===== src/rtl/qds_pkg.sv =====
`default_nettype none
// ----------------------------------------------------------------------------
// qds_pkg: shared types and constants of the quadrature decoder
// Field widths, event codes, register indexes and reset values, saturation
// limits, the x4 step table and the channel and divider status structs.
// ----------------------------------------------------------------------------
package qds_pkg;

	// field widths
	localparam int MODE_W  = 2;
	localparam int TS_W    = 32;
	localparam int POS_W   = 32;
	localparam int SCALE_W = 20;
	// |count diff| <= 2^31, times a 20-bit scale
	localparam int PROD_W  = POS_W - 1 + SCALE_W;
	// quotient bits left once overflow is ruled out
	localparam int QUO_W   = POS_W - 1;

	// event codes
	localparam logic [MODE_W-1:0] MODE_EDGE = 2'd0;
	localparam logic [MODE_W-1:0] MODE_TICK = 2'd1;
	localparam logic [MODE_W-1:0] MODE_INIT = 2'd2;

	// configuration registers
	localparam int                 CFG_IDX_W   = 1;
	localparam logic [CFG_IDX_W-1:0] CFG_SCALE   = 1'b0;
	localparam logic [CFG_IDX_W-1:0] CFG_TIMEOUT = 1'b1;
	localparam logic [SCALE_W-1:0] SCALE_RST   = 20'd100000;
	localparam logic [SCALE_W-1:0] TIMEOUT_RST = 20'd9000;

	// saturation limits
	localparam logic [POS_W-1:0] SPEED_MAX = 32'h7FFF_FFFF;
	localparam logic [POS_W-1:0] SPEED_MIN = 32'h8000_0000;

	// x4 decode: index is {prev A, prev B, new A, new B}, 2-bit signed step
	localparam logic [1:0] STEP_TBL [16] = '{
		2'b00, 2'b11, 2'b01, 2'b00,
		2'b01, 2'b00, 2'b00, 2'b11,
		2'b11, 2'b00, 2'b00, 2'b01,
		2'b00, 2'b01, 2'b11, 2'b00
	};

	typedef struct packed {
		logic [MODE_W-1:0] mode;
		logic              phase_a;
		logic              phase_b;
		logic [TS_W-1:0]   timestamp;
	} qds_item_t;

	typedef struct packed {
		logic signed [POS_W-1:0] position;
		logic signed [POS_W-1:0] velocity;
	} qds_result_t;

	// divider status toward the control
	typedef struct packed {
		logic             done;
		logic             ovf;
		logic [QUO_W-1:0] quo;
	} qds_div_res_t;

endpackage
`default_nettype wire


===== src/rtl/qds_item_if.sv =====
`default_nettype none
// ----------------------------------------------------------------------------
// qds_item_if: event channel into the decoder
// Valid/ready handshake carrying one encoder event per transfer.
// ----------------------------------------------------------------------------
interface qds_item_if import qds_pkg::*; ();
	logic      valid;
	logic      ready;
	qds_item_t data;

	modport source (output valid, output data, input ready);
	modport sink (input valid, input data, output ready);
endinterface
`default_nettype wire


===== src/rtl/qds_result_if.sv =====
`default_nettype none
// ----------------------------------------------------------------------------
// qds_result_if: result channel out of the decoder
// Valid/ready handshake carrying position and velocity per transfer.
// ----------------------------------------------------------------------------
interface qds_result_if import qds_pkg::*; ();
	logic        valid;
	logic        ready;
	qds_result_t data;

	modport source (output valid, output data, input ready);
	modport sink (input valid, input data, output ready);
endinterface
`default_nettype wire


===== src/rtl/quadrature_decoder_with_speed.sv =====
`default_nettype none
// ----------------------------------------------------------------------------
// quadrature_decoder_with_speed: x4 quadrature decoder with speed estimate
// Decodes A/B events into a wrapping position count and a saturated
// velocity in counts per second from serial multiply and divide units.
// ----------------------------------------------------------------------------
// Usage:
//   item    - one event per transfer: mode (edge, sample tick, init), the
//             A/B levels and a timestamp.
//   result  - exactly one transfer per event: position and velocity after it.
//   cfg_*   - write port for speed_scale (index 0) and idle_timeout_ticks
//             (index 1); write only while the block is idle.
// Ticks, inits and edges with no armed sample are done in the accept
//   cycle; the result is valid on the next cycle.
// An edge with an armed sample passes the DIFF and LOAD states, a
//   bit-serial multiply over the 20 scale bits and a bit-serial divide
//   that develops the 31-bit quotient (skipped when the quotient
//   overflows), then FIN, which loads the output register once it is free.
// One event is in work at a time; a new one is taken while the sequencer
//   is idle and the output register is empty or being drained.
// Reset clears position, velocity, arming and the last sample; the
//   registers return to 100000 and 9000.
// A stalled result holds in the output register and blocks further events.
// ----------------------------------------------------------------------------
module quadrature_decoder_with_speed import qds_pkg::*; #(
	parameter int TIME_BITS = 32
) (
	input  logic                 clk,
	input  logic                 arst_n,
	qds_item_if.sink             item,
	qds_result_if.source         result,
	input  logic                 cfg_we,
	input  logic [CFG_IDX_W-1:0] cfg_idx,
	input  logic [SCALE_W-1:0]   cfg_wdata
);

	localparam logic [2:0] ST_IDLE = 3'd0;
	localparam logic [2:0] ST_DIFF = 3'd1;
	localparam logic [2:0] ST_LOAD = 3'd2;
	localparam logic [2:0] ST_MUL  = 3'd3;
	localparam logic [2:0] ST_DIV  = 3'd4;
	localparam logic [2:0] ST_FIN  = 3'd5;

	// configuration
	logic [SCALE_W-1:0] scale_q;
	logic [SCALE_W-1:0] timeout_q;

	// decoder state
	logic [2:0]           st_q;
	logic [1:0]           prev_q;
	logic [POS_W-1:0]     count_q;
	logic                 armed_q;
	logic [POS_W-1:0]     last_count_q;
	logic [TIME_BITS-1:0] last_time_q;
	logic [POS_W-1:0]     speed_q;
	logic [POS_W-1:0]     diff_q;
	logic [TIME_BITS-1:0] divisor_q;

	// output register
	logic        res_valid_q;
	qds_result_t res_data_q;

	logic                        accept;
	logic                        out_free;
	logic                        long_item;
	logic [1:0]                  pair;
	logic [1:0]                  step;
	logic [POS_W-1:0]            count_step;
	logic [TIME_BITS+TS_W-1:0]   ts_wide;
	logic [TIME_BITS-1:0]        ts_now;
	logic [TIME_BITS-1:0]        elapsed;
	logic [TIME_BITS-1:0]        divisor;
	logic [TIME_BITS+SCALE_W-1:0] el_wide;
	logic [TIME_BITS+SCALE_W-1:0] to_wide;
	logic                        timed_out;
	logic [POS_W-1:0]            nxt_count;
	logic [POS_W-1:0]            nxt_speed;
	logic [POS_W-1:0]            mag;
	logic [POS_W-1:0]            quo_ext;
	logic [POS_W-1:0]            div_speed;

	logic               mul_start;
	logic               mul_done;
	logic [PROD_W-1:0]  prod;
	logic               div_start;
	qds_div_res_t       div_res;

	// handshake
	assign out_free   = !res_valid_q || result.ready;
	assign item.ready = (st_q == ST_IDLE) && out_free;
	assign accept     = item.valid && item.ready;
	assign long_item  = (item.data.mode == MODE_EDGE) && armed_q;

	// x4 step decode
	assign pair       = {item.data.phase_a, item.data.phase_b};
	assign step       = STEP_TBL[{prev_q, pair}];
	assign count_step = count_q + {{(POS_W-2){step[1]}}, step};

	// elapsed ticks, modulo 2^TIME_BITS and read as signed
	assign ts_wide = {{TIME_BITS{1'b0}}, item.data.timestamp};
	assign ts_now  = ts_wide[TIME_BITS-1:0];
	assign elapsed = ts_now - last_time_q;
	assign divisor = (!elapsed[TIME_BITS-1] && (elapsed != '0)) ? elapsed
		: TIME_BITS'(1);
	assign el_wide   = {{SCALE_W{1'b0}}, elapsed};
	assign to_wide   = {{TIME_BITS{1'b0}}, timeout_q};
	assign timed_out = !elapsed[TIME_BITS-1] && (el_wide >= to_wide);

	// count and speed after a short event
	always_comb begin
		nxt_count = count_q;
		nxt_speed = speed_q;
		case (item.data.mode)
			MODE_EDGE: nxt_count = count_step;
			MODE_TICK: begin
				if (armed_q && timed_out) nxt_speed = '0;
			end
			MODE_INIT: nxt_count = '0;
			default: ;
		endcase
	end

	// serial units
	assign mag       = diff_q[POS_W-1] ? (~diff_q + 1'b1) : diff_q;
	assign mul_start = (st_q == ST_LOAD);
	assign div_start = (st_q == ST_MUL) && mul_done;

	qds_mul u_mul (
		.clk    (clk),
		.arst_n (arst_n),
		.start  (mul_start),
		.mag    (mag),
		.scale  (scale_q),
		.done   (mul_done),
		.prod   (prod)
	);

	qds_div #(
		.DW (TIME_BITS)
	) u_div (
		.clk    (clk),
		.arst_n (arst_n),
		.start  (div_start),
		.num    (prod),
		.den    (divisor_q),
		.res    (div_res)
	);

	// signed, saturated speed from the divider
	assign quo_ext = {1'b0, div_res.quo};
	always_comb begin
		if (div_res.ovf) begin
			div_speed = diff_q[POS_W-1] ? SPEED_MIN : SPEED_MAX;
		end else begin
			div_speed = diff_q[POS_W-1] ? (~quo_ext + 1'b1) : quo_ext;
		end
	end

	// configuration writes
	always_ff @(posedge clk or negedge arst_n) begin
		if (!arst_n) begin
			scale_q   <= SCALE_RST;
			timeout_q <= TIMEOUT_RST;
		end else if (cfg_we) begin
			unique case (cfg_idx)
				CFG_SCALE:   scale_q   <= cfg_wdata;
				CFG_TIMEOUT: timeout_q <= cfg_wdata;
			endcase
		end
	end

	// sequencer and decoder state
	always_ff @(posedge clk or negedge arst_n) begin
		if (!arst_n) begin
			st_q         <= ST_IDLE;
			prev_q       <= '0;
			count_q      <= '0;
			armed_q      <= 1'b0;
			last_count_q <= '0;
			last_time_q  <= '0;
			speed_q      <= '0;
		end else begin
			unique case (st_q)
				ST_IDLE: begin
					if (accept) begin
						count_q <= nxt_count;
						speed_q <= nxt_speed;
						if (item.data.mode == MODE_EDGE || item.data.mode == MODE_INIT) begin
							prev_q <= pair;
						end
						if (item.data.mode == MODE_TICK && !armed_q) begin
							armed_q <= 1'b1;
						end
						if (long_item) begin
							armed_q     <= 1'b0;
							last_time_q <= ts_now;
							st_q        <= ST_DIFF;
						end
					end
				end
				ST_DIFF: begin
					last_count_q <= count_q;
					st_q         <= ST_LOAD;
				end
				ST_LOAD: st_q <= ST_MUL;
				ST_MUL: begin
					if (mul_done) st_q <= ST_DIV;
				end
				ST_DIV: begin
					if (div_res.done) begin
						speed_q <= div_speed;
						st_q    <= ST_FIN;
					end
				end
				ST_FIN: begin
					if (out_free) st_q <= ST_IDLE;
				end
				default: st_q <= ST_IDLE;
			endcase
		end
	end

	// operands of the speed calculation
	always_ff @(posedge clk) begin
		if (accept && long_item) divisor_q <= divisor;
		if (st_q == ST_DIFF) diff_q <= count_q - last_count_q;
	end

	// output register
	always_ff @(posedge clk or negedge arst_n) begin
		if (!arst_n) begin
			res_valid_q <= 1'b0;
		end else if ((accept && !long_item) || (st_q == ST_FIN && out_free)) begin
			res_valid_q <= 1'b1;
		end else if (result.ready) begin
			res_valid_q <= 1'b0;
		end
	end

	always_ff @(posedge clk) begin
		if (accept && !long_item) begin
			res_data_q.position <= nxt_count;
			res_data_q.velocity <= nxt_speed;
		end else if (st_q == ST_FIN && out_free) begin
			res_data_q.position <= count_q;
			res_data_q.velocity <= speed_q;
		end
	end

	assign result.valid = res_valid_q;
	assign result.data  = res_data_q;

	// checks
	a_mul_done_in_mul: assert property (@(posedge clk) disable iff (!arst_n)
		mul_done |-> st_q == ST_MUL)
		else $error("multiplier finished outside its phase");

	a_div_done_in_div: assert property (@(posedge clk) disable iff (!arst_n)
		div_res.done |-> st_q == ST_DIV)
		else $error("divider finished outside its phase");

	a_armed_edge_starts: assert property (@(posedge clk) disable iff (!arst_n)
		(accept && long_item) |=> (st_q == ST_DIFF) && !armed_q)
		else $error("armed edge did not start a speed update");

	a_busy_blocks_input: assert property (@(posedge clk) disable iff (!arst_n)
		(st_q != ST_IDLE) |-> !item.ready)
		else $error("event taken while a speed update is in work");

endmodule
`default_nettype wire


===== src/rtl/qds_mul.sv =====
`default_nettype none
// ----------------------------------------------------------------------------
// qds_mul: bit-serial unsigned multiplier
// Shift-add over the scale, MSB first, one scale bit per cycle.
// ----------------------------------------------------------------------------
module qds_mul import qds_pkg::*; (
	input  logic               clk,
	input  logic               arst_n,
	input  logic               start,
	input  logic [POS_W-1:0]   mag,
	input  logic [SCALE_W-1:0] scale,
	output logic               done,
	output logic [PROD_W-1:0]  prod
);

	localparam int CNT_W = $clog2(SCALE_W + 1);

	logic               busy_q;
	logic               done_q;
	logic [CNT_W-1:0]   cnt_q;
	logic [SCALE_W-1:0] sc_q;
	logic [POS_W-1:0]   mag_q;
	logic [PROD_W-1:0]  acc_q;
	logic [PROD_W-1:0]  addend;

	assign addend = sc_q[SCALE_W-1] ? {{(PROD_W-POS_W){1'b0}}, mag_q} : '0;

	// iteration control
	always_ff @(posedge clk or negedge arst_n) begin
		if (!arst_n) begin
			busy_q <= 1'b0;
			done_q <= 1'b0;
			cnt_q  <= '0;
		end else begin
			done_q <= 1'b0;
			if (start) begin
				busy_q <= 1'b1;
				cnt_q  <= CNT_W'(SCALE_W);
			end else if (busy_q) begin
				cnt_q <= cnt_q - 1'b1;
				if (cnt_q == CNT_W'(1)) begin
					busy_q <= 1'b0;
					done_q <= 1'b1;
				end
			end
		end
	end

	// accumulate: acc = 2*acc + bit*mag
	always_ff @(posedge clk) begin
		if (start) begin
			mag_q <= mag;
			sc_q  <= scale;
			acc_q <= '0;
		end else if (busy_q) begin
			acc_q <= {acc_q[PROD_W-2:0], 1'b0} + addend;
			sc_q  <= {sc_q[SCALE_W-2:0], 1'b0};
		end
	end

	assign done = done_q;
	assign prod = acc_q;

endmodule
`default_nettype wire


===== src/rtl/qds_div.sv =====
`default_nettype none
// ----------------------------------------------------------------------------
// qds_div: bit-serial restoring divider with overflow check
// Flags a quotient of 2^31 or more up front, else develops the 31-bit
// quotient one bit per cycle.
// ----------------------------------------------------------------------------
module qds_div import qds_pkg::*; #(
	parameter int DW = 32
) (
	input  logic              clk,
	input  logic              arst_n,
	input  logic              start,
	input  logic [PROD_W-1:0] num,
	input  logic [DW-1:0]     den,
	output qds_div_res_t      res
);

	localparam int HI_W  = PROD_W - QUO_W;
	localparam int CNT_W = $clog2(QUO_W + 1);

	logic              busy_q;
	logic              done_q;
	logic              ovf_q;
	logic [CNT_W-1:0]  cnt_q;
	logic [DW-1:0]     d_q;
	logic [DW-1:0]     r_q;
	logic [QUO_W-1:0]  lo_q;

	logic [DW+HI_W-1:0] hi_wide;
	logic [DW+HI_W-1:0] den_wide;
	logic               ovf;
	logic [DW:0]        trial;
	logic [DW:0]        trial_sub;
	logic               ge;

	// num >= den * 2^31 exactly when num's upper bits reach den
	assign hi_wide  = {{DW{1'b0}}, num[PROD_W-1:QUO_W]};
	assign den_wide = {{HI_W{1'b0}}, den};
	assign ovf      = hi_wide >= den_wide;

	// one restoring step
	assign trial     = {r_q, lo_q[QUO_W-1]};
	assign trial_sub = trial - {1'b0, d_q};
	assign ge        = trial >= {1'b0, d_q};

	always_ff @(posedge clk or negedge arst_n) begin
		if (!arst_n) begin
			busy_q <= 1'b0;
			done_q <= 1'b0;
			ovf_q  <= 1'b0;
			cnt_q  <= '0;
		end else begin
			done_q <= 1'b0;
			if (start) begin
				ovf_q <= ovf;
				if (ovf) begin
					done_q <= 1'b1;
				end else begin
					busy_q <= 1'b1;
					cnt_q  <= CNT_W'(QUO_W);
				end
			end else if (busy_q) begin
				cnt_q <= cnt_q - 1'b1;
				if (cnt_q == CNT_W'(1)) begin
					busy_q <= 1'b0;
					done_q <= 1'b1;
				end
			end
		end
	end

	// partial remainder and quotient shift register
	always_ff @(posedge clk) begin
		if (start) begin
			d_q  <= den;
			r_q  <= hi_wide[DW-1:0];
			lo_q <= num[QUO_W-1:0];
		end else if (busy_q) begin
			r_q  <= ge ? trial_sub[DW-1:0] : trial[DW-1:0];
			lo_q <= {lo_q[QUO_W-2:0], ge};
		end
	end

	assign res.done = done_q;
	assign res.ovf  = ovf_q;
	assign res.quo  = lo_q;

endmodule
`default_nettype wire


===== src/flat_wrapper.sv =====
// flat-port wrapper written by rule: the top's interface ports become plain ports
module quadrature_decoder_with_speed_flat import qds_pkg::*;
#(
	parameter int TIME_BITS = 32
)
  (clk, arst_n, cfg_we, cfg_idx, cfg_wdata, item_valid, item_data, item_ready, result_valid, result_data, result_ready);
  qds_item_if item_i ();
  qds_result_if result_i ();
  input  logic clk;
  input  logic arst_n;
  input  logic cfg_we;
  input  logic [CFG_IDX_W-1:0] cfg_idx;
  input  logic [SCALE_W-1:0] cfg_wdata;
  input wire logic [$bits(item_i.valid)-1:0] item_valid;
  input wire logic [$bits(item_i.data)-1:0] item_data;
  output wire logic [$bits(item_i.ready)-1:0] item_ready;
  output wire logic [$bits(result_i.valid)-1:0] result_valid;
  output wire logic [$bits(result_i.data)-1:0] result_data;
  input wire logic [$bits(result_i.ready)-1:0] result_ready;
  assign item_i.valid = item_valid;
  assign item_i.data = item_data;
  assign item_ready = item_i.ready;
  assign result_valid = result_i.valid;
  assign result_data = result_i.data;
  assign result_i.ready = result_ready;
  quadrature_decoder_with_speed #(.TIME_BITS(TIME_BITS)) u_core (.clk(clk), .arst_n(arst_n), .item(item_i), .result(result_i), .cfg_we(cfg_we), .cfg_idx(cfg_idx), .cfg_wdata(cfg_wdata));
endmodule

===== config.mk =====
export PLATFORM = sky130hd
export DESIGN_NAME = quadrature_decoder_with_speed_flat
export DESIGN_NICKNAME = d
export VERILOG_FILES = /design/src/rtl/qds_pkg.sv /design/src/rtl/qds_item_if.sv /design/src/rtl/qds_result_if.sv /design/src/rtl/quadrature_decoder_with_speed.sv /design/src/rtl/qds_mul.sv /design/src/rtl/qds_div.sv /design/src/flat_wrapper.sv
export SDC_FILE = /design/constraint.sdc
export NUM_CORES = 1
export LEC_CHECK = 0
export ABC_AREA = 1
export BUFFER_PORTS_ARGS = -buffer_cell sky130_fd_sc_hd__buf_2
export CORE_UTILIZATION = 36
export DETAILED_ROUTE_END_ITERATION = 10
export HOLD_SLACK_MARGIN = 0.08
export PLACE_DENSITY = 0.49
export SLEW_MARGIN = 5
export SYNTH_ARGS = -nofsm -noshare
export SYNTH_HDL_FRONTEND = slang
export SYNTH_SLANG_ARGS = --single-unit

===== constraint.sdc =====
create_clock -name clk -period 5.5 [get_ports clk]
set_input_delay 0.55 -clock clk [delete_from_list [all_inputs] [get_ports clk]]
set_output_delay 0.55 -clock clk [all_outputs]
set_load 0.1 [all_outputs]

---- Word-level counts from Yosys, hierarchy flattened ----
Memories as Yosys holds them, arrays and structs flattened.
Cells that the tools add are included.
storage, ports and cells
  register bits ........................... 516
  bits in read-only memories .............. 32
  output and inout bits ................... 66
  memories kept ........................... 1
operators by class
  $add $sub $neg .......................... 9
  magnitude comparators ................... 4
  eq/ne operators ......................... 15
  multiplexer cells ....................... 51
  bitwise operators ....................... 4
  reductions and logical operators ........ 36
memories
  name             depth  bits a word  rd ports  clocked after Yosys merged registers in  write ports  line                                 RTL
  (no name shown)  16     2            1         0                                        0            quadrature_decoder_with_speed.sv:96  assign step = STEP_TBL[{prev_q, pair}];
operators with widths
  operator                 count
  $mux W32                 9
  $mux W64                 2
  $pmux W32 S2             2
  $sub A32 B32 Y32         3
  $mux W31                 3
  $mux W20                 4
  $add A32 B1 Y32 const B  2
  $add A51 B51 Y51         1
  $ge A33 B32 Y1           1
  $add A32 B32 Y32         1
  $ge A20 B32 Y1           1
  $ge A32 B20 Y1           1
  $not A31 Y32             1
  $not A32 Y32             1
  $reduce_bool A32 Y1      1
  $mux W5                  5
  $mux W1                  18
  $pmux W3 S6              1
  $mux W3                  5
  $reduce_and A3 Y1        4
  $reduce_bool A2 Y1       6
  $logic_and A1 B1 Y1      11
  $eq A5 B1 Y1 const B     2
  $sub A5 B1 Y5 const B    2
  17 further kinds         32

---- Longest topological paths before layout ----
Gate-level depths: netlist (run 1).
  word-level depth ........................ 8
  depth in mapped cells ................... 27
  gate-level depth less buffers ........... 26

---- By module ----
From an unflattened synthesis (run 1), not the netlist that was laid out.
second synthesis, totals
  cell total of the unflattened synthesis .. 4936
  area total of the unflattened synthesis .. 35336.4 um^2
by module, submodules not included
  module                         times used  cells an instance  area each (um^2)  sequential area each (um^2)
  quadrature_decoder_with_speed  1           2727               20100.5           8236.6
  qds_div                        1           1076               7764.9            2932.8
  qds_mul                        1           1133               7470.9            2757.6

---- Least setup slack after synthesis (run 1) ----
OpenSTA, ideal clock, no wires.
  kind .................................... register to register
  start point ............................. reg u_core.res_valid_q, in the netlist u_core.result.valid
  end point ............................... reg u_core.res_data_q (netlist bit u_core.result.data[0]) (enable)
  data arrival time ....................... 5.449 ns
  required time ........................... 4.926 ns
  setup slack ............................. -0.523 ns
  stages on the path, launching flop included .. 4
  buffers on the path ..................... 0
  clock period less this slack ............ 6.023 ns
  path through ............................ dfrtp_1 -> inv_1 -> nor2_1 -> o21ai_0
between the ends
  longest elaborated chain between the ends .. 6
RTL lines
  element                                line                                  RTL
  from (decl)                            quadrature_decoder_with_speed.sv:60   logic res_valid_q;
  from (signal assigned)                 quadrature_decoder_with_speed.sv:232  res_valid_q <= 1'b0;
  from (signal assigned)                 quadrature_decoder_with_speed.sv:234  res_valid_q <= 1'b1;
  from (signal assigned)                 quadrature_decoder_with_speed.sv:236  res_valid_q <= 1'b0;
  $logic_not A1 Y1 *                     quadrature_decoder_with_speed.sv:89   assign out_free = !res_valid_q || result.ready;
  $logic_or A1 B1 Y1 *                   quadrature_decoder_with_speed.sv:89
  $logic_and A1 B1 Y1                    quadrature_decoder_with_speed.sv:90   assign item.ready = (st_q == ST_IDLE) && out_free;
  $logic_and A1 B1 Y1                    quadrature_decoder_with_speed.sv:91   assign accept = item.valid && item.ready;
  $logic_and A1 B1 Y1                    quadrature_decoder_with_speed.sv:241  if (accept && !long_item) begin
  $reduce_bool A2 Y1 (no source line) *  -
  to (decl)                              quadrature_decoder_with_speed.sv:61   qds_result_t res_data_q;
Mark *: on every way between the ends. The rest lies on a longest branch, timed or not.
A chain may end at the register's enable or synchronous reset.

---- Final worst setup path (run 1) ----
  start point ............................. reg u_core.last_time_q[0]
  end point ............................... reg u_core.res_data_q (netlist bit u_core.result.data[12]), data pin
between the ends
  longest elaborated chain between the ends .. 7
RTL lines
  element                 line                                  RTL
  from (decl)             quadrature_decoder_with_speed.sv:54   logic [TIME_BITS-1:0] last_time_q;
  from (signal assigned)  quadrature_decoder_with_speed.sv:196  last_time_q <= ts_now;
  $sub A32 B32 Y32        quadrature_decoder_with_speed.sv:102  assign elapsed = ts_now - last_time_q;
  net u_core.elapsed[14]  quadrature_decoder_with_speed.sv:71   logic [TIME_BITS-1:0] elapsed;
  $ge A32 B20 Y1          quadrature_decoder_with_speed.sv:107  assign timed_out = !elapsed[TIME_BITS-1] && (el_wide >= to_wide);
  $logic_and A1 B1 Y1     quadrature_decoder_with_speed.sv:107
  $logic_and A1 B1 Y1     quadrature_decoder_with_speed.sv:116  if (armed_q && timed_out) nxt_speed = '0;
  $mux W32                quadrature_decoder_with_speed.sv:116
  $mux W32                quadrature_decoder_with_speed.sv:113  case (item.data.mode)
  $mux W64                quadrature_decoder_with_speed.sv:241
The timed path passes the listed nets, and every way through them passes these cells.

==> results, run 1 <==
- The run finished with clean final reports.
- For the worst-skew pair, the clock arrives at the later sink with an insertion delay of between 0.6 and 0.7 ns.
- The number of buffers created by CTS is 66.
- The area of the core region is around 92,000 sq um.
- Clock skew on the completed layout was measured at approximately 0.028 ns.
- The min-delay analysis places its worst path in the category in -> reg.
- The effective utilization at floorplan is a little over a third.
- The area of placed instances is 35,450 sq um.
- Of the cells placed in the final design, the portion with a size suffix greater than 1 is 7.242%.
- The data required time at the worst endpoint is 5.88 ns.
- The pin slew with the least headroom to its limit is ~1.1 ns.
- The pin count of the biggest net entering global routing is 116.
- The number of placement rows is 111.
- The worst endpoint data arrival time is ~4.6 ns.
- The count of buffers inserted at the top-level ports is 127.
- TritonCTS built the clock tree.
- The critical path class is reg -> reg.
- Clock-pin slew was measured on the worst setup and hold paths at 0.06 ns.
- The number of enable-type register cells in the synthesized netlist is between 200 and 300.
- The number of standard cells after synthesis is 4,463.
- The worst setup slack after layout is between 1 and 1.5 ns.
- The sum of internal, switching and leakage power is 24.40 mW.
- The setup violation total in the final timing report is 0.
- Setup total negative slack on the finished layout was measured at 0 ns.
- In this design, the critical path's most frequently occurring cell is nand2_1.
- Measured along the x axis, the die boundary spans 307.2 um.
- The critical path endpoint category is a flop.
- The worst-case IR drop observed on VDD is between 300 and 400 uV.
- The post-route fraction of the period consumed by the critical path is 76.78%.
- Summing all non-filler instances in the final layout gives an area of 37,740 sq um.
- For this run, the share of the core covered by cells in the final layout is 41.05%.
- The number of post-CTS setup repair buffers is 0.
- The number of instances resized during post-cts repair is 0.
- Clock tree synthesis found a total of 516 sinks.
- In this run, distinct cell masters in the synthesized netlist total 59.
- For this run, design rule violations remaining after detail routing come to 0.
- Setup repair after global routing left no endpoint under its margin.
- After synthesis, the share of flip-flops with an asynchronous set or reset is 36.82%.
- The netlist area before placement is between 30,000 and 40,000 sq um.
- For this run, the post-layout net count is approximately 4,800.
- In this design, the stage delay of the slowest critical-path cell is 0.58 ns.
- The worst hold path begins at item_data[8].
- Before CTS, the worst setup slack after placement is 0.8324 ns.
- The clock period minus final worst setup slack is 4.223 ns.
- The largest driver fanout on the critical path is 32.
- The first-pass detailed-route iteration total is 6.
- The first-pass GRT wire length is around 150,000 um.
- The area growth from synthesis to final layout is 12.54%.
- The longest clock path from root to sink contains 3 buffers.
- During synthesis, Yosys emitted a total of 0 warnings.
- Summing over every cut layer, the via total after detailed routing is 28,440.
- The average wire length per cell after detail routing is 16.18 um.
- Summing the sequential cell areas from Yosys gives 41.53% of the chip area.
- The count of nets left with antenna violations once routing finished came out at 0.
- For this design the top-level I/O count stands at 128.
- The net count of the mapped netlist is roughly 4,700.
- The number of antenna diodes in the final layout is 0.
- The worst path buffer plus inverter count is 4.
- Max-cap violations in this run came to 0.
- After synthesis the netlist holds a flip-flop and latch count of 516.
- The total detailed-routing wirelength is 94,980 um.
- The total number of H-tree levels is 3.
- The number of placed instances, taps included, is roughly 5,700.
- The slowest stage of the critical path is the nand3_2 cell.
- The most critical setup path has its startpoint at u_core.last_time_q[0]$_DFFE_PN0P_.
- For this run, the total global-route usage over all layers was measured as about a fifth.
- The clock root buffer is clkbuf_16.
- The achievable clock frequency is 236.8 MHz.
- The cell leakage power is between 15 and 20 nW.
- The initial antenna violation count came to 1.
- The startpoint identified for the worst register-to-register timing path is u_core.last_time_q[0]$_DFFE_PN0P_.
- The violation count after the first detailed-route iteration is about 1,700.
- Across all hold checks on the routed design, the worst slack comes to 0.1610 ns.
- The floorplan die height is 307.2 um.
- The number of filler instances in the final layout is 9,723.
- The average instance area after synthesis is approximately 7.5 sq um.
- The worst pin sits at a relative slew slack of 27.12%.
- The residual overflow from global routing is 0.
- The worst setup path is launched from a flop.
- The final number of hold-violating endpoints is 0.
- The global placer's final weighted congestion is 0.8949.
- The half-perimeter wire length of the detailed placement result is a little over 70,000 um.
- The most frequently used flop master after synthesis is edfxtp_1.
- The die area is 94,380 sq um.
- The number of non-filler instances in the completed layout is between 5,000 and 6,000.
- The routed via count divided by cell count is 4.846.
- The number of max-slew violations in the final report is 0.
- The number of global-route vias before repair was 27,810.
- The power density normalized to cell area is 646.5 nW/um^2.
- The dominant delay contributor by cell family on the critical path is simple AND/OR/NAND/NOR gates.
-- Yosys cell counts, types with 17 or more instances --
| cell | number | area share, % |
|---|---|---|
| o21bai_1 | 18 | 0.40 |
| ha_1 | 206 | 7.7 |
| nand4_1 | 69 | 1.3 |
| inv_1 | 764 | 8.6 |
| xor2_1 | 79 | 2.1 |
| o211ai_1 | 34 | 0.76 |
| nor2_1 | 432 | 4.8 |
| a31oi_1 | 24 | 0.45 |
| o22ai_1 | 34 | 0.63 |
| o21ai_0 | 380 | 5.7 |
| dfrtp_1 | 179 | 13 |
| nor3_1 | 56 | 0.84 |
| a21oi_1 | 278 | 4.1 |
| xnor2_1 | 45 | 1.2 |
| or2_2 | 20 | 0.37 |
| nand2_1 | 1074 | 12 |
| dfxtp_1 | 63 | 3.8 |
| edfxtp_1 | 263 | 24 |
| nand3_1 | 173 | 2.6 |
| a21o_1 | 21 | 0.47 |
| nor4_1 | 17 | 0.32 |
| clkbuf_1 | 82 | 0.92 |
-- worst paths after layout --
kind                                                 endpoint  slack [ns]  cells after the start
min reg2reg                    u_core.u_div.d_q[30]$_DFFE_PP_        0.45                      0
max                          u_core.result.data[12]$_DFFE_PP_        1.28                     25
min                         u_core.last_time_q[8]$_DFFE_PN0P_        0.16                      3
min in group asynchronous  u_core.last_time_q[20]$_DFFE_PN0P_        0.51                      2
max reg2reg                  u_core.result.data[12]$_DFFE_PP_        1.28                     25
max in group asynchronous      u_core.speed_q[16]$_DFFE_PN0P_        3.81                      3
-- power by group --
part	switching, mW	internal (mW)
clock network	1.80	2.76
registers	0.904	5.92
logic	8.88	4.13
-- placed cells by master (no fill, tap or decap), types with 63 or more instances in the layout --
cell type and n:
nand2_1 1072, inv_1 762, nor2_1 430, o21ai_0 379
a21oi_1 277, edfxtp_1 263, ha_1 206, dfrtp_1 178
nand3_1 173, buf_2 126, xor2_1 79, nand4_1 69
clkbuf_16 68, dfxtp_1 63
-- state kept, by name, indices dropped and copies added, names as in the netlist, 31 cells and up --
| register | flops |
|---|---|
| u_core.u_div.r_q | 32 |
| u_core.diff_q | 32 |
| u_core.u_div.lo_q | 31 |
| u_core.u_mul.mag_q | 32 |
| u_core.result.data | 64 |
| u_core.u_mul.prod | 51 |
| u_core.u_div.d_q | 32 |
| u_core.speed_q | 32 |
| u_core.last_time_q | 32 |
| u_core.count_q | 32 |
| u_core.last_count_q | 32 |
| u_core.divisor_q | 32 |
-- logic make-up (layout without fill, tap and decap cells) --
family,after synthesis,count (layout),share of synthesized area (%)
buffers and inverters,882,1045,10.26
and+or+nand+nor,1887,1887,23.24
xor gates and xnor gates,124,124,3.238
DFF,516,516,41.53
other,1,1,0.01118
adders and majority gates,211,211,7.984
AOI/OAI and AO/OA,842,842,13.74
-- tightest hold or removal path: cells and delay by family --
| kind | cells | cell delay, ns |
|---|---|---|
| AO/OA/AOI/OAI | 1 | 0.05 |
| buffers and inverters | 1 | 0.09 |
| AND/OR/NAND/NOR | 1 | 0.04 |
-- final cells by class --
class / instances / area, sq um / share of cell area [%]
Multi-Input combinational cell: 3065 / 16210 / 42.95
Sequential cell: 516 / 13930 / 36.91
Inverter: 769 / 2888 / 7.652
Clock buffer: 87 / 1843 / 4.883
Tap cell: 1243 / 1555 / 4.121
Timing Repair Buffer: 156 / 878.3 / 2.327
Clock inverter: 33 / 437.9 / 1.160
-- per-layer routing --
metal | share of wire, % | GRT usage, %
met5 | 0 | 0
met4 | 1.9 | 5.195
met3 | 3.2 | 2.395
met2 | 46 | 33.49
met1 | 49 | 28.18
-- repair_timing --
| action | 4_1_cts | 5_1_grt |
|---|---|---|
| hold buffers | 1 | 0 |
| endpoints found under the hold margin | 67 | 0 |
| endpoints found under the setup margin | 0 | 0 |
Power figures use the tool's default switching activity.
==> run 2: changes to the inputs <==
--- a/config.mk
+++ b/config.mk
@@ -10,7 +10,7 @@
 export CORE_UTILIZATION = 36
 export DETAILED_ROUTE_END_ITERATION = 10
 export HOLD_SLACK_MARGIN = 0.08
-export PLACE_DENSITY = 0.49
+export PLACE_DENSITY = 0.47
 export SLEW_MARGIN = 5
 export SYNTH_ARGS = -nofsm -noshare
 export SYNTH_HDL_FRONTEND = slang
==> constraint.sdc (replaced) <==
create_clock -name clk -period 4.1 [get_ports clk]
set_input_delay 0.41 -clock clk [delete_from_list [all_inputs] [get_ports clk]]
set_output_delay 0.41 -clock clk [all_outputs]
set_load 0.1 [all_outputs]
==> run 2 against run 1 <==
Register-to-register slack got worse by 0.83 ns. Sequential share of layout area fell by 0.63 points. Clock skew fell by 0.0012 ns. Sequential power rose by 33%. Total power rose by 34%. Hold slack improved by 0.0075 ns. Combinational power rose by 38%. Clock power rose by 22%. Cell count rose by 1.4%. Largest power group unchanged.
==> results, run 2 (synthesis gave the netlist of run 1 again) <==
- The residual overflow from global routing is 0.
- Clock-pin slew was measured on the worst setup and hold paths at ~0.06 ns.
- The met3 capacity usage during global routing is 1.975%.
- Global routing used 20.66% of the available tracks across all layers.
- The analysis attributes to cell leakage a power of 18.51 nW.
- The tool flagged a number of max-cap violations equal to 0.
- The largest single stage delay on the critical path is 0.54 ns.
- In this run the core area contains between 100 and 150 standard-cell rows.
- The number of buffers created by CTS is 61.
- The clock drives between 500 and 600 sinks.
- The violation count after the first detailed-route iteration is 1,671.
- The critical path class is in -> reg.
- From left edge to right edge, the die measures 307.2 um.
- The pin count of the biggest net entering global routing is approximately 110.
- The H-tree was split into 2 levels.
- STA puts the critical path data arrival time at 4.15 ns.
- The critical path endpoint category is a flop.
- The most numerous cell type found on the critical path is nand2_1.
- The routed layout has 28,580 vias.
- The most used routing layer in global routing is met2.
- The clock arrives with 0.02659 ns of skew.
- The remaining antenna violation count is 0.
- Relative to the synthesized area, the layout overhead comes to 14.49%.
- The worst max-slew margin expressed relative to the limit is 21.61%.
- The flow ran to the end, and the final reports show no timing, DRC or antenna violations.
- The fraction of layout cells with a size suffix above 1 is 7.686%.
- The average wire length per cell after detail routing is 16.24 um.
- The clock reaches the later pin of the worst-skew pair after 0.66 ns.
- The worst setup path is launched from a primary input.
- After detailed routing, the number of remaining DRC violations is 0.
- The number of buffers on the longest clock path is 3.
- The number of max-slew violations in the final report is 0.
- Leaving out fill and tap cells, the most frequent cell in the layout is nand2_1.
- The first global-routing pass estimated 155,000 um of wire.
- Dividing the detail-routed via count by the number of cells gives 4.800.
- After layout, the worst path uses between 90% and 100% of the clock period.
- Setup violations remaining at the end of the flow were counted as 0.
- The slowest library cell on the worst path is dlygate4sd3_1.
- Cells fill a little over two fifths of the core in the end.
- The routing usage on met2 is 33.60%.
- In the global route stage, met1 resource usage came out at 29.28%.
- The core region is 91,940 sq um.
- The total I/O pin count is 128.
- The initial antenna violation count is 0.
- The worst-case register-to-register setup slack is around 0.45 ns.
- Based on the critical path, the design can be clocked at up to 267.2 MHz.
- Routability-driven placement finished with a final weighted congestion of a little under 0.9.
- The power density normalized to cell area is 850.0 nW/um^2.
- In the layout the commonest cells are 1,072 x nand2_1, 762 x inv_1, 428 x nor2_1.
- For this run, the post-layout net count is 4,930.
- The data required time at the worst endpoint is 4.51 ns.
- The flip-flop count of the largest register, all copies and words added is 64.
- Setup repair after global routing left no endpoint under its margin.
- The worst path needs 3.742 ns of the cycle, external delays included.
- In this run the worst path has a maximum fanout of 16.
- The floorplan step set the die height to 307.2 um.
- The first-pass detailed-route iteration total is 5.
- The number of global-route vias before repair is 27,960.
- The final number of hold-violating endpoints is 0.
- The effective utilization at floorplan is 36.48%.
- TritonCTS built the clock tree.
- In this run the clock root is driven by a clkbuf_16.
- VDD sags by at most approximately 500 uV.
- The pin slew with the least headroom to its limit is 1.173 ns.
- The total detailed-routing wirelength is 96,660 um.
- In this run the worst hold path is classified as in -> reg.
- 0 antenna diodes ended up in the layout.
- The placed cell count is between 5,000 and 6,000.
- The finished layout holds around 6,000 standard cells, fillers aside.
- The setup TNS is 0 ns.
- After legalization and detailed placement, the total HPWL measured around 74,000 um.
- The die covers 94,380 sq um.
- The count of buffers added on input and output ports is roughly 130.
run 2: changes by cell type in the layout (fill, tap and decap cells not counted), moves of 3 or more:
cell           before  now
dlygate4sd3_1       1   56
buf_4              27   56
clkbuf_1           12   21
clkbuf_8            7    4
buf_12              1    4
nand3_4             0    3
clkbuf_16          68   64
run 2: area by class of cell:
class	instances	area (sq um)
clock buffers	88	1710
clock inverters	28	314.1
fillers	9707	53540
inverters	769	2888
multi-input cells	3065	16270
flip-flops and latches	516	13930
well taps	1243	1555
repair buffers	244	1732
run 2: final timing paths:
path                                                          end                               start  cells after the start
worst max register to register   u_core.result.data[17]$_DFFE_PP_   u_core.last_time_q[6]$_DFFE_PN0P_                     20
worst min register to register     u_core.u_div.d_q[15]$_DFFE_PP_  u_core.divisor_q[15]$_SDFFCE_PN0P_                      0
worst min-delay path              u_core.result.valid$_DFFE_PN0P_                        result_ready                      4
min in group asynchronous       u_core.last_time_q[4]$_DFFE_PN0P_                              arst_n                      2
worst max-delay path             u_core.result.data[17]$_DFFE_PP_                        item_data[0]                     29
max in group asynchronous           u_core.speed_q[6]$_DFFE_PN0P_                              arst_n                      3
run 2: layer usage:
layer | share of wire [%] | vias to the layer above | wire length, um
met5 | 0 | - | 0
met4 | 2.2 | 0 | 2104
met3 | 3.1 | 111 | 2969
met2 | 45 | 409 | 43750
met1 | 49 | 13110 | 47840
li1 | - | 14950 | -
run 2: critical path, delay by kind of cell:
kind,cells,cell delay (ns)
xor+xnor,1,0.20
fa+ha+maj,3,0.80
buf+inv,8,1.17
simple gates,17,1.54
run 2: through the flow:
stage | hold slack (ns) | instance area, sq um | total power [mW] | setup slack [ns]
floorplan | 0.1144 | 33540 | 22.19 | 0.1332
global route | 0.1821 | 38400 | 35.70 | 0.009118
detailed placement | 0.3492 | 35720 | 27.09 | 0.01364
CTS | 0.1195 | 38310 | 32.90 | 0.1636
global placement | 0.3549 | 35720 | 27.05 | 0.1300
finish | 0.1685 | 38400 | 32.64 | 0.3577
run 2: power by group:
part / leakage (nW) / internal (mW) / switching, mW
sequential: 5.26 / 7.94 / 1.16
clock: 0.976 / 3.27 / 2.30
combinational: 12.3 / 5.86 / 12.1
total: 18.5 / 17.1 / 15.6
run 2: repair_timing:
action,in CTS,in global routing
buffers inserted,0,1
resized for setup,0,10
hold buffers,56,0
setup endpoints to repair,0,65
hold endpoints to repair,115,0
==> run 3: changes to the inputs <==
--- a/config.mk
+++ b/config.mk
@@ -5,7 +5,6 @@
 export SDC_FILE = /design/constraint.sdc
 export NUM_CORES = 1
 export LEC_CHECK = 0
-export ABC_AREA = 1
 export BUFFER_PORTS_ARGS = -buffer_cell sky130_fd_sc_hd__buf_2
 export CORE_UTILIZATION = 36
 export DETAILED_ROUTE_END_ITERATION = 10
==> run 3 against run 2 <==
The flow now finishes with violations (setup timing). Clock power grew 5.4%. Via count down 18%. Total power decreased by 47%.
==> results, run 3 <==
- Entering global routing, the biggest net connects 107 pins.
- STA classifies the critical path startpoint as a flop.
- Of all cell types, the one taking the most synthesized area is edfxtp_1.
- The number of filler instances in the final layout is 7,862.
- The critical path endpoint category is a flop.
- The achievable clock frequency is 207.0 MHz.
- Synthesis handed over a netlist of 3,120 instances.
- Routability-driven placement finished with a final weighted congestion of 0.8627.
- The critical path goes through inv_2 -> buf_4 -> buf_4 -> fa_2 -> a211oi_4 -> o211ai_1 -> and3_1 -> o21ai_1 -> nand2b_1 -> xnor2_2 -> inv_2 -> ha_4 -> a21o_1 -> a21oi_2 -> o21ai_2 -> a21o_1 -> a211oi_2 -> nor2_1 -> a211o_1 -> or4b_4 -> and3b_4 -> buf_12 -> clkbuf_16 -> nor2_1.
- The final number of hold-violating endpoints is 0.
- The number of placement rows is around 110.
- The average wire length per cell after detail routing is ~17 um.
- Summing all multi-input logic gate instances after layout gives 15,590 sq um.
- nand2_1 is the most common cell in the netlist.
- The violation count after the first detailed-route iteration is 1,283.
- Data arrives at the worst endpoint at 5.39 ns.
- Multiplexer cells account for 3.343% of the synthesized area.
- The capture point of the worst path is u_core.speed_q[25]$_DFFE_PN0P_.
- For this design the static power due to leakage is 15.89 nW.
- The critical path class is reg -> reg.
- The compound-gate portion of the synthesized area is approximately 16%.
- The via count is 23,490.
- The area growth from synthesis to final layout is 23.25%.
- The power density normalized to cell area is 471.1 nW/um^2.
- After Yosys synthesis, and, or, nand and nor cells account for 15.49% of the synthesized area.
- Of the total synthesized cell area, the portion taken by XOR and XNOR cells is 5.595%.
- The first element of the critical path is u_core.last_time_q[1]$_DFFE_PN0P_.
- The worst register-to-register path ends at u_core.speed_q[25]$_DFFE_PN0P_.
- Counting instances in the post-synthesis netlist gives the leading cell types as 411 x nand2_1, 263 x edfxtp_1, 231 x nor2_1, 223 x a21oi_1, 218 x o21ai_0.
- The worst ir drop on vdd is 343.8 uV.
- The synthesized design contains 516 register bits.
- The adder-cell area share of the yosys netlist is 8.909%.
- The die covers 84,650 sq um.
- The first-pass detailed-route iteration total is 5.
- In the layout the commonest cells are 408 x nand2_1, 263 x edfxtp_1, 217 x nor2_1.
- The number of enable-type register cells in the synthesized netlist is 263.
- The largest individual stage delay along the critical path comes from the cell or4b_4.
- The number of buffers created by CTS is 61.
- The number of sinks driven by the clock tree is 516.
- The pin slew with the least headroom to its limit is 1.107 ns.
- The number of global-route vias before repair is approximately 24,000.
- In this run the tool buffered the top-level ports with about 130 buffer cells.
- The flip-flop count of the largest register, all copies and words added is 64.
- The residual overflow from global routing is 0.
- The highest layer touched by signal routing is met4.
- The worst pin sits at a relative slew slack of about a quarter.
- The library cell used most frequently in the layout, excluding fill and tap cells, is nand2_1.
- The die is between 200 and 300 um wide.
- Across every metal layer, demand over resource in global routing totals between 10% and 20%.
- The sum of internal, switching and leakage power is 17.45 mW.
- For the worst flop-to-flop path, the logic depth is 24.
- The most frequently used flop master after synthesis is edfxtp_1.
- The number of max-slew violations in the final report is 0.
- When the netlist entered floorplanning its net count stood at 3,393.
- The worst path uses 117.8% of the clock period.
- The netlist area before placement is about 30,000 sq um.
- The amount of wire on met2 after detailed routing is about 35,000 um.
- Setup violations remaining at the end of the flow were counted as 64.
- Setup repair after global routing could not meet its margin everywhere.
- The source-to-sink clock delay at the later pin of the worst-skew pair is 0.63 ns.
- The total number of H-tree levels is 2.
- The routed length on met3 is 2673 um.
- For this run, design rule violations remaining after detail routing come to 0.
- In the routed layout, each cell is associated on average with a via count of 5.090.
- From bottom edge to top edge, the die measures 290.9 um.
- The worst-case register-to-register setup slack is -0.73 ns.
- After synthesis, the largest family of logic cells by area is compound AO/OA/AOI/OAI gates.
- The effective utilization at floorplan is about 36%.
- The half-perimeter wire length of the detailed placement result is ~57,000 um.
- The number of nets in the layout is between 3,000 and 4,000.
- The footprint of the flip-flops and latches is 13,930 sq um.
- The initial antenna violation count is 1.
- The sequential-to-total area share from yosys stat is 46.34%.
- The root buffer cell chosen for the clock tree is clkbuf_16.
- Hold timing on the final database bottoms out at a slack of 0.1358 ns.
- The largest incremental delay on the critical path is 0.56 ns.
- The worst setup slack after layout is -0.7311 ns.
- In this run, distinct cell masters in the synthesized netlist total 81.
- After synthesis, the share of flip-flops with an asynchronous set or reset is a little under two fifths.
- The checks that failed: setup timing.
- The wire length the detailed router placed on met1 is 39,030 um.
- The area of the core region is ~82,000 sq um.
- Ranked by total cell area, the synthesized netlist is headed by edfxtp_1 26%, dfrtp_1 15%, ha_1 8.6%.
- At the end of the flow the core is filled with cells to 44.97%.
- The first-pass GRT wire length is 125,500 um.
- The number of antenna cells inserted is 0.
- The detail route stage leaves a number of antenna-violating nets equal to 0.
- The path class of the tightest hold or removal check is in -> reg.
- The flow ran to the end, but the final reports show violations.
- The largest driver fanout on the critical path is 5.
- The synthesized design devotes to its leading area cell type 26.28% of total area.
- The clock period minus final worst setup slack is 4.831 ns.
- The total detailed-routing wirelength is 78,000 um.
- Across the run, the number of max-cap violations was 0.
- The fraction of layout cells with a size suffix above 1 is between 10% and 20%.
- During synthesis, Yosys emitted a total of 0 warnings.
- The clock arrives with roughly 0.027 ns of skew.
- At the worst endpoint, the required time is around 4.7 ns.
- The register clock-pin slew on the reported worst setup and hold paths is 0.06 ns.
- The average instance area after synthesis is between 9 and 10 sq um.
- The number of buffers on the longest clock path is 3.
- The launch point of the worst reg-to-reg path is u_core.last_time_q[1]$_DFFE_PN0P_.
- The TritonCTS clock tree is done.
- During I/O placement, the number of pins put on the boundary was 128.
run 3: cell count changes after synthesis, moves of 38 or more:
| cell | delta |
|---|---|
| o21ai_0 | -162 |
| nand2_1 | -663 |
| a21oi_1 | -55 |
| and2_1 | +71 |
| nor2_1 | -201 |
| xnor2_1 | +83 |
| inv_1 | -550 |
| a21o_1 | +64 |
| mux2i_1 | +43 |
| nor2b_1 | +38 |
| nand4_1 | -49 |
| mux2_2 | +48 |
| nand3_1 | -122 |
run 3: kinds of logic (layout without fill, tap and decap cells):
kind of cell / after synthesis / count (layout)
other cells: 1 / 1
flops: 516 / 516
buf+inv: 323 / 748
compound gates: 784 / 784
xor+xnor: 192 / 192
simple gates: 1000 / 1000
mux: 93 / 93
fa+ha+maj: 211 / 211
run 3: layout make-up:
type,count,area share (%)
clock buffer,80,4.509
inverter,215,2.179
sequential,516,37.60
timing repair buffer,418,8.670
clock inverter,35,1.334
tap,1070,3.614
multi-input combinational,2281,42.09
run 3: critical path: cells and delay by family, from the launching register on:
family	cells	cell delay [ns]
compound gates	9	1.64
xor+xnor	1	0.20
fa+ha+maj	2	0.62
buf+inv	6	0.67
flops	1	0.33
simple gates	6	1.29
run 3: timing repair:
item	4_1_cts	5_1_grt
setup endpoints to repair	95	116
resized for setup	44	87
endpoints found under the hold margin	168	0
pin swaps	25	37
hold buffers	53	0
cloned	3	3
setup buffers	18	16
run 3: worst min-delay path by stage:
stage	slack [ns]	from	to	cells after the start
CTS	0.09	item_data[32]	u_core.prev_q[0]$_DFFE_PN0P_	3
detailed placement	0.44	u_core.divisor_q[11]$_SDFFCE_PN0P_	u_core.u_div.d_q[11]$_DFFE_PP_	0
floorplan	0.11	arst_n	u_core.armed_q$_DFFE_PN0P_	0
global placement	0.44	u_core.divisor_q[9]$_SDFFCE_PN0P_	u_core.u_div.d_q[9]$_DFFE_PP_	0
finish	0.14	item_data[32]	u_core.prev_q[0]$_DFFE_PN0P_	3
global route	0.14	item_data[32]	u_core.prev_q[0]$_DFFE_PN0P_	3
run 3: stage by stage:
| stage | setup TNS, ns | worst slack, ns | cell area (sq um) | cells |
|---|---|---|---|---|
| after detailed placement | -73.25 | -1.095 | 33400 | 4417 |
| after floorplan | -16.78 | -0.3358 | 30190 | 3120 |
| after global placement | -65.24 | -0.9770 | 33400 | 4417 |
| after CTS | -44.99 | -0.7652 | 36530 | 4605 |
| final | -42.70 | -0.7311 | 37040 | 4615 |
| after global routing | -58.57 | -0.9612 | 37040 | 4615 |
run 3: power by group:
part | total [mW] | internal [mW] | leakage [nW] | switching [mW]
logic | 4.82 | 2.26 | 9.72 | 2.56
clock network | 5.86 | 3.61 | 1.04 | 2.25
registers | 6.78 | 6.16 | 5.13 | 0.616
total | 17.5 | 12.0 | 15.9 | 5.43
run 3: routing by layer:
metal,up-vias,global-route usage (%)
met3,113,2.382
li1,11840,-
met2,364,28.70
met4,0,4.788
met1,11170,25.90
met5,-,0
